$ cat src/urbs_pkg.sv
`timescale 1ns / 1ps

package urbs_pkg;

   // Fixed sizes of the LED bar and of the distance result.
   localparam int LED_COUNT  = 8;
   localparam int DIST_WIDTH = 10;

   // Configuration register widths.
   localparam int TPMS_WIDTH = 16;
   localparam int MS_WIDTH   = 10;
   localparam int TPCM_WIDTH = 16;
   localparam int STEP_WIDTH = 8;

   // Configuration port shape.
   localparam int CSR_ADDR_WIDTH = 3;
   localparam int CSR_DATA_WIDTH = 16;

   // Register indexes on the configuration port.
   typedef enum logic [CSR_ADDR_WIDTH-1:0] {
      CSR_TICKS_PER_MS = 3'd0,
      CSR_TRIGGER_MS   = 3'd1,
      CSR_FLASH_MS     = 3'd2,
      CSR_BAR_MS       = 3'd3,
      CSR_TICKS_PER_CM = 3'd4,
      CSR_BAR_STEP_CM  = 3'd5
   } csr_index_type;

   // Register values after reset.
   localparam logic [TPMS_WIDTH-1:0] TICKS_PER_MS_RESET = 16'd16000;
   localparam logic [MS_WIDTH-1:0]   TRIGGER_MS_RESET   = 10'd500;
   localparam logic [MS_WIDTH-1:0]   FLASH_MS_RESET     = 10'd2;
   localparam logic [MS_WIDTH-1:0]   BAR_MS_RESET       = 10'd600;
   localparam logic [TPCM_WIDTH-1:0] TICKS_PER_CM_RESET = 16'd928;
   localparam logic [STEP_WIDTH-1:0] BAR_STEP_CM_RESET  = 8'd10;

   // One sample beat.
   typedef struct packed {
      logic echo_level;
      logic swing_level;
   } req_type;

   // One result beat.
   typedef struct packed {
      logic                  trigger_out;
      logic [LED_COUNT-1:0]  led_pattern;
      logic                  distance_valid;
      logic [DIST_WIDTH-1:0] range_cm;
   } rsp_type;

endpackage

$ cat src/urbs_bar.sv
`timescale 1ns / 1ps

module urbs_bar (
   input  logic [urbs_pkg::DIST_WIDTH-1:0] distance,
   input  logic [urbs_pkg::STEP_WIDTH-1:0] step_cm,
   output logic [urbs_pkg::LED_COUNT-1:0]  bar
);
   import urbs_pkg::*;

   localparam int CMP_WIDTH = DIST_WIDTH + STEP_WIDTH;

   logic [STEP_WIDTH-1:0] step_eff;
   logic [CMP_WIDTH-1:0]  threshold [LED_COUNT];

   // A zero step behaves as a one-centimetre step.
   assign step_eff = (step_cm == '0) ? STEP_WIDTH'(1) : step_cm;

   // LED i is lit when the distance reaches i steps, which gives the
   // thermometer of floor(distance / step) + 1 lit LEDs, capped by the bar.
   always_comb begin
      for (int i = 0; i < LED_COUNT; i++) begin
         threshold[i] = CMP_WIDTH'(i) * CMP_WIDTH'(step_eff);
         bar[i]       = (CMP_WIDTH'(distance) >= threshold[i]);
      end
   end

endmodule

$ cat src/ultrasonic_range_bar_sequencer.sv
`timescale 1ns / 1ps

// Ultrasonic range bar sequencer. Each req beat is one clock-tick sample of
// the echo line and the pendulum side line, and each one yields exactly one
// rsp beat with the trigger drive, the LED pattern, a one-beat distance_valid
// pulse and the last distance in whole centimetres. A sample passes
// through a single register stage, so a new beat is accepted in every cycle;
// the only stall comes from rsp_ready, and the rsp register lets one more
// beat in as soon as the held result is taken. Beat by beat the sequencer
// waits for the left side, flashes all LEDs, holds the trigger high, waits
// for and times the echo, then waits for the right side, flashes again and
// shows a distance bar. All durations count beats. Echo waits never time out.
// Write configuration via csr_we/csr_addr/csr_wdata only while idle (unchecked).
module ultrasonic_range_bar_sequencer (
   input  logic                                clock,
   input  logic                                reset,
   input  logic                                req_valid,
   output logic                                req_ready,
   input  urbs_pkg::req_type                   req_data,
   output logic                                rsp_valid,
   input  logic                                rsp_ready,
   output urbs_pkg::rsp_type                   rsp_data,
   input  logic                                csr_we,
   input  logic [urbs_pkg::CSR_ADDR_WIDTH-1:0] csr_addr,
   input  logic [urbs_pkg::CSR_DATA_WIDTH-1:0] csr_wdata
);
   import urbs_pkg::*;

   typedef enum logic [2:0] {
      PH_WAIT_LEFT  = 3'd0,
      PH_FLASH_A    = 3'd1,
      PH_TRIG_HIGH  = 3'd2,
      PH_WAIT_RISE  = 3'd3,
      PH_MEASURE    = 3'd4,
      PH_WAIT_RIGHT = 3'd5,
      PH_FLASH_B    = 3'd6,
      PH_BAR        = 3'd7
   } phase_type;

   localparam logic [DIST_WIDTH-1:0] DIST_MAX = '1;
   localparam logic [LED_COUNT-1:0]  LED_ALL  = '1;

   // Configuration registers.
   logic [TPMS_WIDTH-1:0] ticks_per_ms_ff;
   logic [MS_WIDTH-1:0]   trigger_ms_ff;
   logic [MS_WIDTH-1:0]   flash_ms_ff;
   logic [MS_WIDTH-1:0]   bar_ms_ff;
   logic [TPCM_WIDTH-1:0] ticks_per_cm_ff;
   logic [STEP_WIDTH-1:0] bar_step_cm_ff;

   // Sequencer state.
   phase_type             phase_ff, phase_in;
   logic [TPMS_WIDTH-1:0] tick_count_ff, tick_count_in;
   logic [MS_WIDTH-1:0]   ms_count_ff, ms_count_in;
   logic [TPCM_WIDTH-1:0] cm_tick_count_ff, cm_tick_count_in;
   logic [DIST_WIDTH-1:0] cm_count_ff, cm_count_in;
   logic                  trigger_level_ff, trigger_level_in;
   logic [DIST_WIDTH-1:0] saved_distance_ff, saved_distance_in;

   // Result register.
   logic    rsp_valid_ff;
   rsp_type rsp_data_ff, rsp_data_in;

   logic                  req_accept;
   logic [MS_WIDTH-1:0]   duration;
   logic                  tick_last;
   logic                  ms_last;
   logic [TPCM_WIDTH-1:0] cm_tick_base;
   logic [DIST_WIDTH-1:0] cm_base;
   logic                  cm_tick_last;
   logic [TPCM_WIDTH-1:0] cm_tick_step;
   logic [DIST_WIDTH-1:0] cm_step;
   logic [LED_COUNT-1:0]  bar_pattern;

   // The result register frees up when it is empty or being taken.
   assign req_ready  = !rsp_valid_ff || rsp_ready;
   assign req_accept = req_valid && req_ready;
   assign rsp_valid  = rsp_valid_ff;
   assign rsp_data   = rsp_data_ff;

   // Millisecond timer: the duration follows the timed phase.
   always_comb begin
      unique case (phase_ff)
         PH_TRIG_HIGH: duration = trigger_ms_ff;
         PH_BAR:       duration = bar_ms_ff;
         default:      duration = flash_ms_ff;
      endcase
   end

   assign tick_last = ({1'b0, tick_count_ff} + (TPMS_WIDTH+1)'(1)) >= {1'b0, ticks_per_ms_ff};
   assign ms_last   = ({1'b0, ms_count_ff} + (MS_WIDTH+1)'(1)) >= {1'b0, duration};

   // Echo tick counter; the rising-edge beat restarts from zero.
   assign cm_tick_base = (phase_ff == PH_WAIT_RISE) ? '0 : cm_tick_count_ff;
   assign cm_base      = (phase_ff == PH_WAIT_RISE) ? '0 : cm_count_ff;
   assign cm_tick_last = ({1'b0, cm_tick_base} + (TPCM_WIDTH+1)'(1))
                         >= {1'b0, ticks_per_cm_ff};

   always_comb begin
      if (cm_tick_last) begin
         cm_tick_step = '0;
         cm_step      = (cm_base == DIST_MAX) ? cm_base : cm_base + DIST_WIDTH'(1);
      end else begin
         cm_tick_step = cm_tick_base + TPCM_WIDTH'(1);
         cm_step      = cm_base;
      end
   end

   urbs_bar u_bar (
      .distance (saved_distance_ff),
      .step_cm  (bar_step_cm_ff),
      .bar      (bar_pattern)
   );

   // Next state and result for one sample beat.
   always_comb begin
      logic timer_done;
      logic timer_run;

      timer_done        = 1'b0;
      timer_run         = 1'b0;
      phase_in          = phase_ff;
      tick_count_in     = tick_count_ff;
      ms_count_in       = ms_count_ff;
      cm_tick_count_in  = cm_tick_count_ff;
      cm_count_in       = cm_count_ff;
      trigger_level_in  = trigger_level_ff;
      saved_distance_in = saved_distance_ff;
      rsp_data_in       = '0;
      rsp_data_in.trigger_out = trigger_level_ff;

      unique case (phase_ff)
         PH_FLASH_A, PH_TRIG_HIGH, PH_FLASH_B, PH_BAR: timer_run = 1'b1;
         default:                                      timer_run = 1'b0;
      endcase

      if (timer_run) begin
         if (tick_last) begin
            tick_count_in = '0;
            if (ms_last) begin
               ms_count_in = '0;
               timer_done  = 1'b1;
            end else begin
               ms_count_in = ms_count_ff + MS_WIDTH'(1);
            end
         end else begin
            tick_count_in = tick_count_ff + TPMS_WIDTH'(1);
         end
      end

      unique case (phase_ff)
         PH_WAIT_LEFT: begin
            if (req_data.swing_level) begin
               tick_count_in = '0;
               ms_count_in   = '0;
               phase_in      = PH_FLASH_A;
            end
         end
         PH_FLASH_A: begin
            rsp_data_in.led_pattern = LED_ALL;
            if (timer_done) begin
               trigger_level_in = 1'b1;
               phase_in         = PH_TRIG_HIGH;
            end
         end
         PH_TRIG_HIGH: begin
            if (timer_done) begin
               trigger_level_in = 1'b0;
               phase_in         = PH_WAIT_RISE;
            end
         end
         PH_WAIT_RISE, PH_MEASURE: begin
            if (req_data.echo_level) begin
               cm_tick_count_in = cm_tick_step;
               cm_count_in      = cm_step;
               phase_in         = PH_MEASURE;
            end else if (phase_ff == PH_MEASURE) begin
               saved_distance_in          = cm_count_ff;
               rsp_data_in.distance_valid = 1'b1;
               phase_in                   = PH_WAIT_RIGHT;
            end
         end
         PH_WAIT_RIGHT: begin
            if (!req_data.swing_level) begin
               tick_count_in = '0;
               ms_count_in   = '0;
               phase_in      = PH_FLASH_B;
            end
         end
         PH_FLASH_B: begin
            rsp_data_in.led_pattern = LED_ALL;
            if (timer_done) begin
               phase_in = PH_BAR;
            end
         end
         PH_BAR: begin
            rsp_data_in.led_pattern = bar_pattern;
            if (timer_done) begin
               phase_in = PH_WAIT_LEFT;
            end
         end
      endcase

      rsp_data_in.range_cm = saved_distance_in;
   end

   // State, configuration and result registers.
   always_ff @(posedge clock) begin
      if (reset) begin
         ticks_per_ms_ff   <= TICKS_PER_MS_RESET;
         trigger_ms_ff     <= TRIGGER_MS_RESET;
         flash_ms_ff       <= FLASH_MS_RESET;
         bar_ms_ff         <= BAR_MS_RESET;
         ticks_per_cm_ff   <= TICKS_PER_CM_RESET;
         bar_step_cm_ff    <= BAR_STEP_CM_RESET;
         phase_ff          <= PH_WAIT_LEFT;
         tick_count_ff     <= '0;
         ms_count_ff       <= '0;
         cm_tick_count_ff  <= '0;
         cm_count_ff       <= '0;
         trigger_level_ff  <= 1'b1;
         saved_distance_ff <= '0;
         rsp_valid_ff      <= 1'b0;
      end else begin
         if (csr_we) begin
            unique case (csr_addr)
               CSR_TICKS_PER_MS: ticks_per_ms_ff <= csr_wdata[TPMS_WIDTH-1:0];
               CSR_TRIGGER_MS:   trigger_ms_ff   <= csr_wdata[MS_WIDTH-1:0];
               CSR_FLASH_MS:     flash_ms_ff     <= csr_wdata[MS_WIDTH-1:0];
               CSR_BAR_MS:       bar_ms_ff       <= csr_wdata[MS_WIDTH-1:0];
               CSR_TICKS_PER_CM: ticks_per_cm_ff <= csr_wdata[TPCM_WIDTH-1:0];
               CSR_BAR_STEP_CM:  bar_step_cm_ff  <= csr_wdata[STEP_WIDTH-1:0];
               default: ;
            endcase
         end
         if (req_accept) begin
            phase_ff          <= phase_in;
            tick_count_ff     <= tick_count_in;
            ms_count_ff       <= ms_count_in;
            cm_tick_count_ff  <= cm_tick_count_in;
            cm_count_ff       <= cm_count_in;
            trigger_level_ff  <= trigger_level_in;
            saved_distance_ff <= saved_distance_in;
            rsp_valid_ff      <= 1'b1;
         end else if (rsp_ready) begin
            rsp_valid_ff <= 1'b0;
         end
      end
      if (req_accept) begin
         rsp_data_ff <= rsp_data_in;
      end
   end

   // The trigger is always released while the echo is being timed.
   a_measure_trigger_low : assert property (@(posedge clock) disable iff (reset)
      (phase_ff == PH_MEASURE || phase_ff == PH_WAIT_RISE) |-> !trigger_level_ff)
      else $error("trigger high while waiting for or timing the echo");

   // The millisecond timer rests at zero outside the timed phases.
   a_timer_idle : assert property (@(posedge clock) disable iff (reset)
      (phase_ff == PH_WAIT_LEFT || phase_ff == PH_WAIT_RISE ||
       phase_ff == PH_MEASURE || phase_ff == PH_WAIT_RIGHT)
      |-> (tick_count_ff == '0 && ms_count_ff == '0))
      else $error("timer not cleared outside a timed phase");

   // A distance beat comes with the LEDs dark and the trigger released.
   a_distance_beat : assert property (@(posedge clock) disable iff (reset)
      (rsp_valid_ff && rsp_data_ff.distance_valid)
      |-> (rsp_data_ff.led_pattern == '0 && !rsp_data_ff.trigger_out))
      else $error("distance beat with LEDs or trigger active");

   // A stalled result beat is held until it is taken.
   a_rsp_hold : assert property (@(posedge clock) disable iff (reset)
      (rsp_valid_ff && !rsp_ready) |=> (rsp_valid_ff && $stable(rsp_data_ff)))
      else $error("stalled result beat dropped or changed");

endmodule
$ cat config.mk
export PLATFORM = sky130hd
export DESIGN_NAME = ultrasonic_range_bar_sequencer
export DESIGN_NICKNAME = d
export VERILOG_FILES = /design/src/urbs_pkg.sv /design/src/urbs_bar.sv /design/src/ultrasonic_range_bar_sequencer.sv
export SDC_FILE = /design/constraint.sdc
export NUM_CORES = 1
export LEC_CHECK = 0
export ABC_AREA = 1
export BUFFER_PORTS_ARGS = -buffer_cell sky130_fd_sc_hd__buf_2
export CORE_MARGIN = 2
export CORE_UTILIZATION = 57
export DETAILED_ROUTE_END_ITERATION = 8
export PLACE_DENSITY = 0.78
export SETUP_SLACK_MARGIN = 0.1
export SLEW_MARGIN = 20
export SYNTH_ARGS = -nofsm -noshare
export SYNTH_HDL_FRONTEND = slang
export SYNTH_HIERARCHICAL = 1
export SYNTH_SLANG_ARGS = --single-unit
$ cat constraint.sdc
create_clock -name clock -period 4.15 [get_ports clock]
set_clock_uncertainty 0.2 [all_clocks]
set_input_delay 0.2075 -clock clock [delete_from_list [all_inputs] [get_ports clock]]
set_output_delay 0.2075 -clock clock [all_outputs]
set_load 0.02 [all_outputs]
Word-level counts from Yosys, hierarchy flattened
Index checks and enable logic that the tools add are counted.
{ "totals": {"ff_bits": 157, "inputBits": 26, "out_inout_bits": 22, "wordCells": 123} }
{ "classes": {"add_sub_neg": 7, "mul": 4, "magnitude_cmp": 11, "eq_ne": 20, "muxes": 41, "n_bitwise": 1, "reduce_logical": 21} }
{ "ops": {"columns": ["op", "n"], "rows": [
  ["two-way mux 10 bit", 11],
  ["two-way mux 16 bit", 6],
  ["case mux 10 bit (2 select lines)", 2],
  ["adder 16 x 1 -> 17 bit, second input constant", 2],
  [">= comparator 17 x 16 -> 1 bit", 2],
  [">= comparator 10 x 11 -> 1 bit", 3],
  ["adder 16 x 1 -> 16 bit, second input constant", 2],
  ["case mux 16 bit (2 select lines)", 1],
  ["two-way mux 3 bit", 8],
  ["multiplier 3 x 8 -> 11 bit, first input constant", 2],
  ["case mux 3 bit (7 select lines)", 1],
  ["adder 10 x 1 -> 10 bit, second input constant", 2],
  [">= comparator 10 bit", 2],
  ["multiplier 2 x 8 -> 10 bit, first input constant", 2],
  ["== test 3 bit, second input constant", 6],
  ["case mux 8 bit (2 select lines)", 1],
  ["== test 3 x 2 -> 1 bit, second input constant", 4],
  ["!= test 2 bit, second input constant", 6],
  ["AND reduction 2 bit", 6],
  ["adder 10 x 1 -> 11 bit, second input constant", 1],
  [">= comparator 11 x 10 -> 1 bit", 1],
  ["== test 10 bit, second input constant", 1],
  [">= comparator 10 x 1 -> 1 bit, second input constant", 1],
  [">= comparator 10 x 8 -> 1 bit", 1],
  ["18 further kinds", 31]
]} }

Longest topological paths before layout
{ "logic_depth": {"ltp_word": 8, "mapped_depth": 28} }

Cells and area by module
Netlist, hierarchy kept.
{ "by_module_without_submodules": {"columns": ["module", "n_inst", "cells_per_inst", "area_each_um2"], "rows": [
  ["ultrasonic_range_bar_sequencer", 1, 1250, 8834.7],
  ["urbs_bar", 1, 406, 2660.1]
]} }

Worst setup path before layout
No wires, ideal clock.
{ "synth_timing": {"path_type": "reg2reg", "startpoint": "register bar_step_cm_ff[5]", "endpoint": "register rsp_data_ff (netlist bit rsp_data[18]), data pin", "arrival_ps": 3648, "setup_slack_ps": 27, "path_stages_with_launch": 24, "path_buffers": 0, "period_less_slack_ps": 4123, "cell_sequence": "dfxtp_1 inv_1 ha_1 nand3_1 nor2_4 o21ai_0 inv_1 ha_1 ha_1 inv_1 fa_1 o21ai_0 a21oi_1 nor2_1 nor2_1 xor2_1 ha_1 a21o_1 nand4_1 nand2_1 nor2_1 nand3_1 nand2_1 nand2_1"} }
{ "synth_lines": {"columns": ["element", "line", "source"], "rows": [
  ["start, declared", "ultrasonic_range_bar_sequencer.sv:49", "logic [STEP_WIDTH-1:0] bar_step_cm_ff;"],
  ["start signal, assigned", "ultrasonic_range_bar_sequencer.sv:232", "CSR_BAR_STEP_CM: bar_step_cm_ff <= csr_wdata[STEP_WIDTH-1:0];"],
  ["end signal, assigned", "ultrasonic_range_bar_sequencer.sv:250", "rsp_data_ff <= rsp_data_in;"],
  ["end, declared", "ultrasonic_range_bar_sequencer.sv:62", "rsp_type rsp_data_ff, rsp_data_in;"]
]} }

==> results.yml <==
worst_setup_path:
  crit_family: "adder cells"
  max_stage_delay_ns: 0.42
  cp_cell_sequence: "inv_1, ha_1, nand3_2, nor2_4, nor2_1, buf_4, ha_1, ha_1, inv_1, fa_2, o21ai_4, a21oi_1, nor2_1, nor2_1, xor2_1, ha_1, a21o_1, nand4_1, nand2_1, nor2_1, nand3_1, nand2_1, nand2_1"
  path_class: "reg -> reg"
  crit_path_max_fanout: 5
  worst_ep_required_time_ns: 4.15
  critical_path.slowest_cell: "fa_2"
  r2r_slack_ns: 0.28
  reg2reg_depth: 23
  crit_start: "bar_step_cm_ff[7]"
  start_kind: "flip-flop"
  worstPathArrival_ns: 3.87
  end_kind: "flip-flop"
  critical_path.endpoint: "rsp_data[18]"
  cp_num_cells: 23
  r2r_end: "rsp_data[18]"
  regToRegStartpoint: "bar_step_cm_ff[7]"
  timing.critical_path.buf_inv: 3
route:
  drt_iter0_drc: 887
  drcViolationCount: 0
  antenna_left: 0
  wirelength_um: 29800
  drt_pass1_iterations: 5
  dr_total_vias: 11200
  wl_per_cell_um: 14.9
  avgViaCountPerCell: 5.58
outcome:
  status: "completed"
clock_network:
  cts_tree: "built"
  clk-insertion-delay-late_ns: 0.44
  clock_path_buffers: 2
  cts-buffers-inserted: 17
  clockRootBuffer: "clkbuf_16"
  cts_sinks: 157
  path_clk_slew_ns: 0.07
  htree_levels: 4
layout:
  area_growth_pct: 12.7
  final_net_count: 1892
  layout-drive-gt1-share: 0.105
  final_cell_area_um2: 13000
sta:
  tightest_slew_ns: 1.03
  hold_viol_final: 0
  setup_viol: 0
  slew_headroom: 0.311
  period_share: 0.932
  grt_setup_unrepaired: "yes"
  setup_tns_ns: 0
  timing.fmax_ghz: 0.259
  finalMaxSlewViolations: 0
  period_minus_slack_ns: 3.87
yosys:
  synth_cell_type_count: 52
  yosys-top-cells-count: "nand2_1, inv_1, a21oi_1, nor2_1, dfxtp_1"
  netlist_instances: 1656
  synth.top_cell.area_share: 0.239
  yosys.area.top_type: "dfxtp_1"
  synth_flop_cell: "dfxtp_1"
  syn_area_um2: 11500
  synth_seq_area_share: 0.291
  synth.most_common_cell: "nand2_1"
  synthArstFlopShare: 0
  synthTopCellsByArea: "dfxtp_1, ha_1, nand2_1"
  ys_ff_latch: 157
  synth_edf_count: 20
  syn_nets: 1822
  synth_warnings: 6
  avgSynthCellArea_um2: 6.94
power_and_ir_drop:
  p_leak_nw: 6.14
  p_per_area_nw_per_um2: 324
  ir_drop_v: 0.000312
global_route:
  antenna_found_initial: 0
  grt_pass1_wl_um: 48800
  grt_max_degree: 80
  overflow: 0
  grt_pass1_vias: 10400
  grt.total_usage: 0.276
placed_design:
  port_buffers: 47
  routabilityCongestion: 0.913
  hpwl_um: 20900
  place_area_um2: 12100
floorplanning:
  core_um2: 19700
  design.die.area_um2: 21300
  die_w_um: 146
  start_util: 0.585
  die_y_um: 146
  num_io_pins: 48
  rows: 51
job:
  cap_violations: 0
hold_path:
  hold_class: "in -> reg"
## cell families after synthesis
| logic type | count (synthesis) | share of synthesized area |
|---|---|---|
| simple gates | 700 | 0.263 |
| fa+ha+maj | 140 | 0.156 |
| compound gates | 313 | 0.151 |
| other cells | 1 | 0.000326 |
| flops | 157 | 0.291 |
| buf+inv | 293 | 0.0992 |
| xor+xnor | 52 | 0.0396 |
## per-stage QoR
stage | hold slack (ns) | utilization | power (mW) | instances | setup WS [ns]
2_1_floorplan | 0.134 | - | 2.37 | 1656 | 0.119
3_3_place_gp | 0.239 | 0.615 | 2.60 | 1951 | 0.226
3_5_place_dp | 0.239 | 0.615 | 2.62 | 1951 | 0.137
4_1_cts | 0.0342 | 0.653 | 4.17 | 2000 | 0.102
5_1_grt | 0.0830 | 0.659 | 4.41 | 2004 | 0.0478
6_report | 0.0388 | 0.659 | 4.20 | 2005 | 0.284
## state kept, by name, indices dropped and copies added (netlist names)
name and count:
ticks_per_ms_ff 16, rsp_valid 1, saved_distance_ff 10, cm_count_ff 10, rsp_data 20, ms_count_ff 10, bar_step_cm_ff 8, phase_ff 3
trigger_level_ff 1, tick_count_ff 16, cm_tick_count_ff 16, ticks_per_cm_ff 16, bar_ms_ff 10, trigger_ms_ff 10, flash_ms_ff 10
## layer usage
metal / part of all wire / GRT usage / up-vias
li1: - / - / 5576
met2: 0.47 / 0.467 / 378
met1: 0.45 / 0.360 / 5179
met3: 0.058 / 0.0420 / 58
met5: 0 / 0 / -
met4: 0.024 / 0.0981 / 0
## worst register-to-register path, delay by kind of cell, from the launching register on
| kind | cells | cell delay (ns) |
|---|---|---|
| adder cells (fa/ha/maj) | 5 | 1.31 |
| AND/OR/NAND/NOR | 11 | 0.89 |
| AO/OA/AOI/OAI | 3 | 0.43 |
| flip-flops | 1 | 0.34 |
| buffers and inverters | 3 | 0.28 |
| XOR/XNOR | 1 | 0.14 |
## timing repair
action | in CTS | in global routing
endpoints found under the hold margin | 64 | 0
hold buffers | 17 | 0
resized for setup | 0 | 23
setup buffers | 0 | 4
setup endpoints to repair | 0 | 58
## cells in the final DEF, fill, tap and decap left out, drive strengths merged
cell type	n
clkinv	8
nand4	32
nand3	93
o21ai	96
nand3b	1
a21oi	163
clkinvlp	1
inv	249
o21a	3
nor3	16
a31oi	1
buf	84
xnor2	8
fa	5
o311ai	1
dlygate4sd3	17
clkbuf	17
diode	1
a21o	3
nor4	7
a221oi	5
a22o	4
nor3b	2
edfxtp	20
a31o	1
a211oi	4
or2	3
o22ai	1
conb	1
o2111ai	2
nor2	164
nand2	381
o21bai	3
ha	135
a311oi	1
o211ai	25
and2	1
dfxtp	137
xor2	44
## how the worst min path moves through the flow
stage	depth (start not counted)	slack (ns)	startpoint	end
2_1_floorplan	2	0.13	csr_wdata[3]	bar_step_cm_ff[3]
3_3_place_gp	2	0.24	bar_ms_ff[6]	bar_ms_ff[6]
3_5_place_dp	0	0.24	trigger_level_ff	rsp_data[19]
4_1_cts	4	0.03	csr_addr[0]	flash_ms_ff[1]
5_1_grt	4	0.08	csr_addr[0]	flash_ms_ff[1]
6_report	4	0.04	csr_addr[0]	flash_ms_ff[1]
## final cells by class
| type | count | area [um2] |
|---|---|---|
| well taps | 265 | 332 |
| clock buffers | 17 | 425 |
| fillers | 1730 | 6700 |
| repair buffers | 101 | 696 |
| inverters | 243 | 915 |
| flip-flops and latches | 157 | 3340 |
| diodes | 1 | 2.50 |
| clock inverters | 15 | 150 |
| multi-input cells | 1206 | 7090 |
## report_power, final
group,internal [mW],leakage (nW),switching [mW]
logic,0.344,4.54,0.625
clock network,0.801,0.284,0.755
registers,1.62,1.31,0.0618
total,2.76,6.14,1.44
Note: power is estimated with default switching activity, not from simulation.
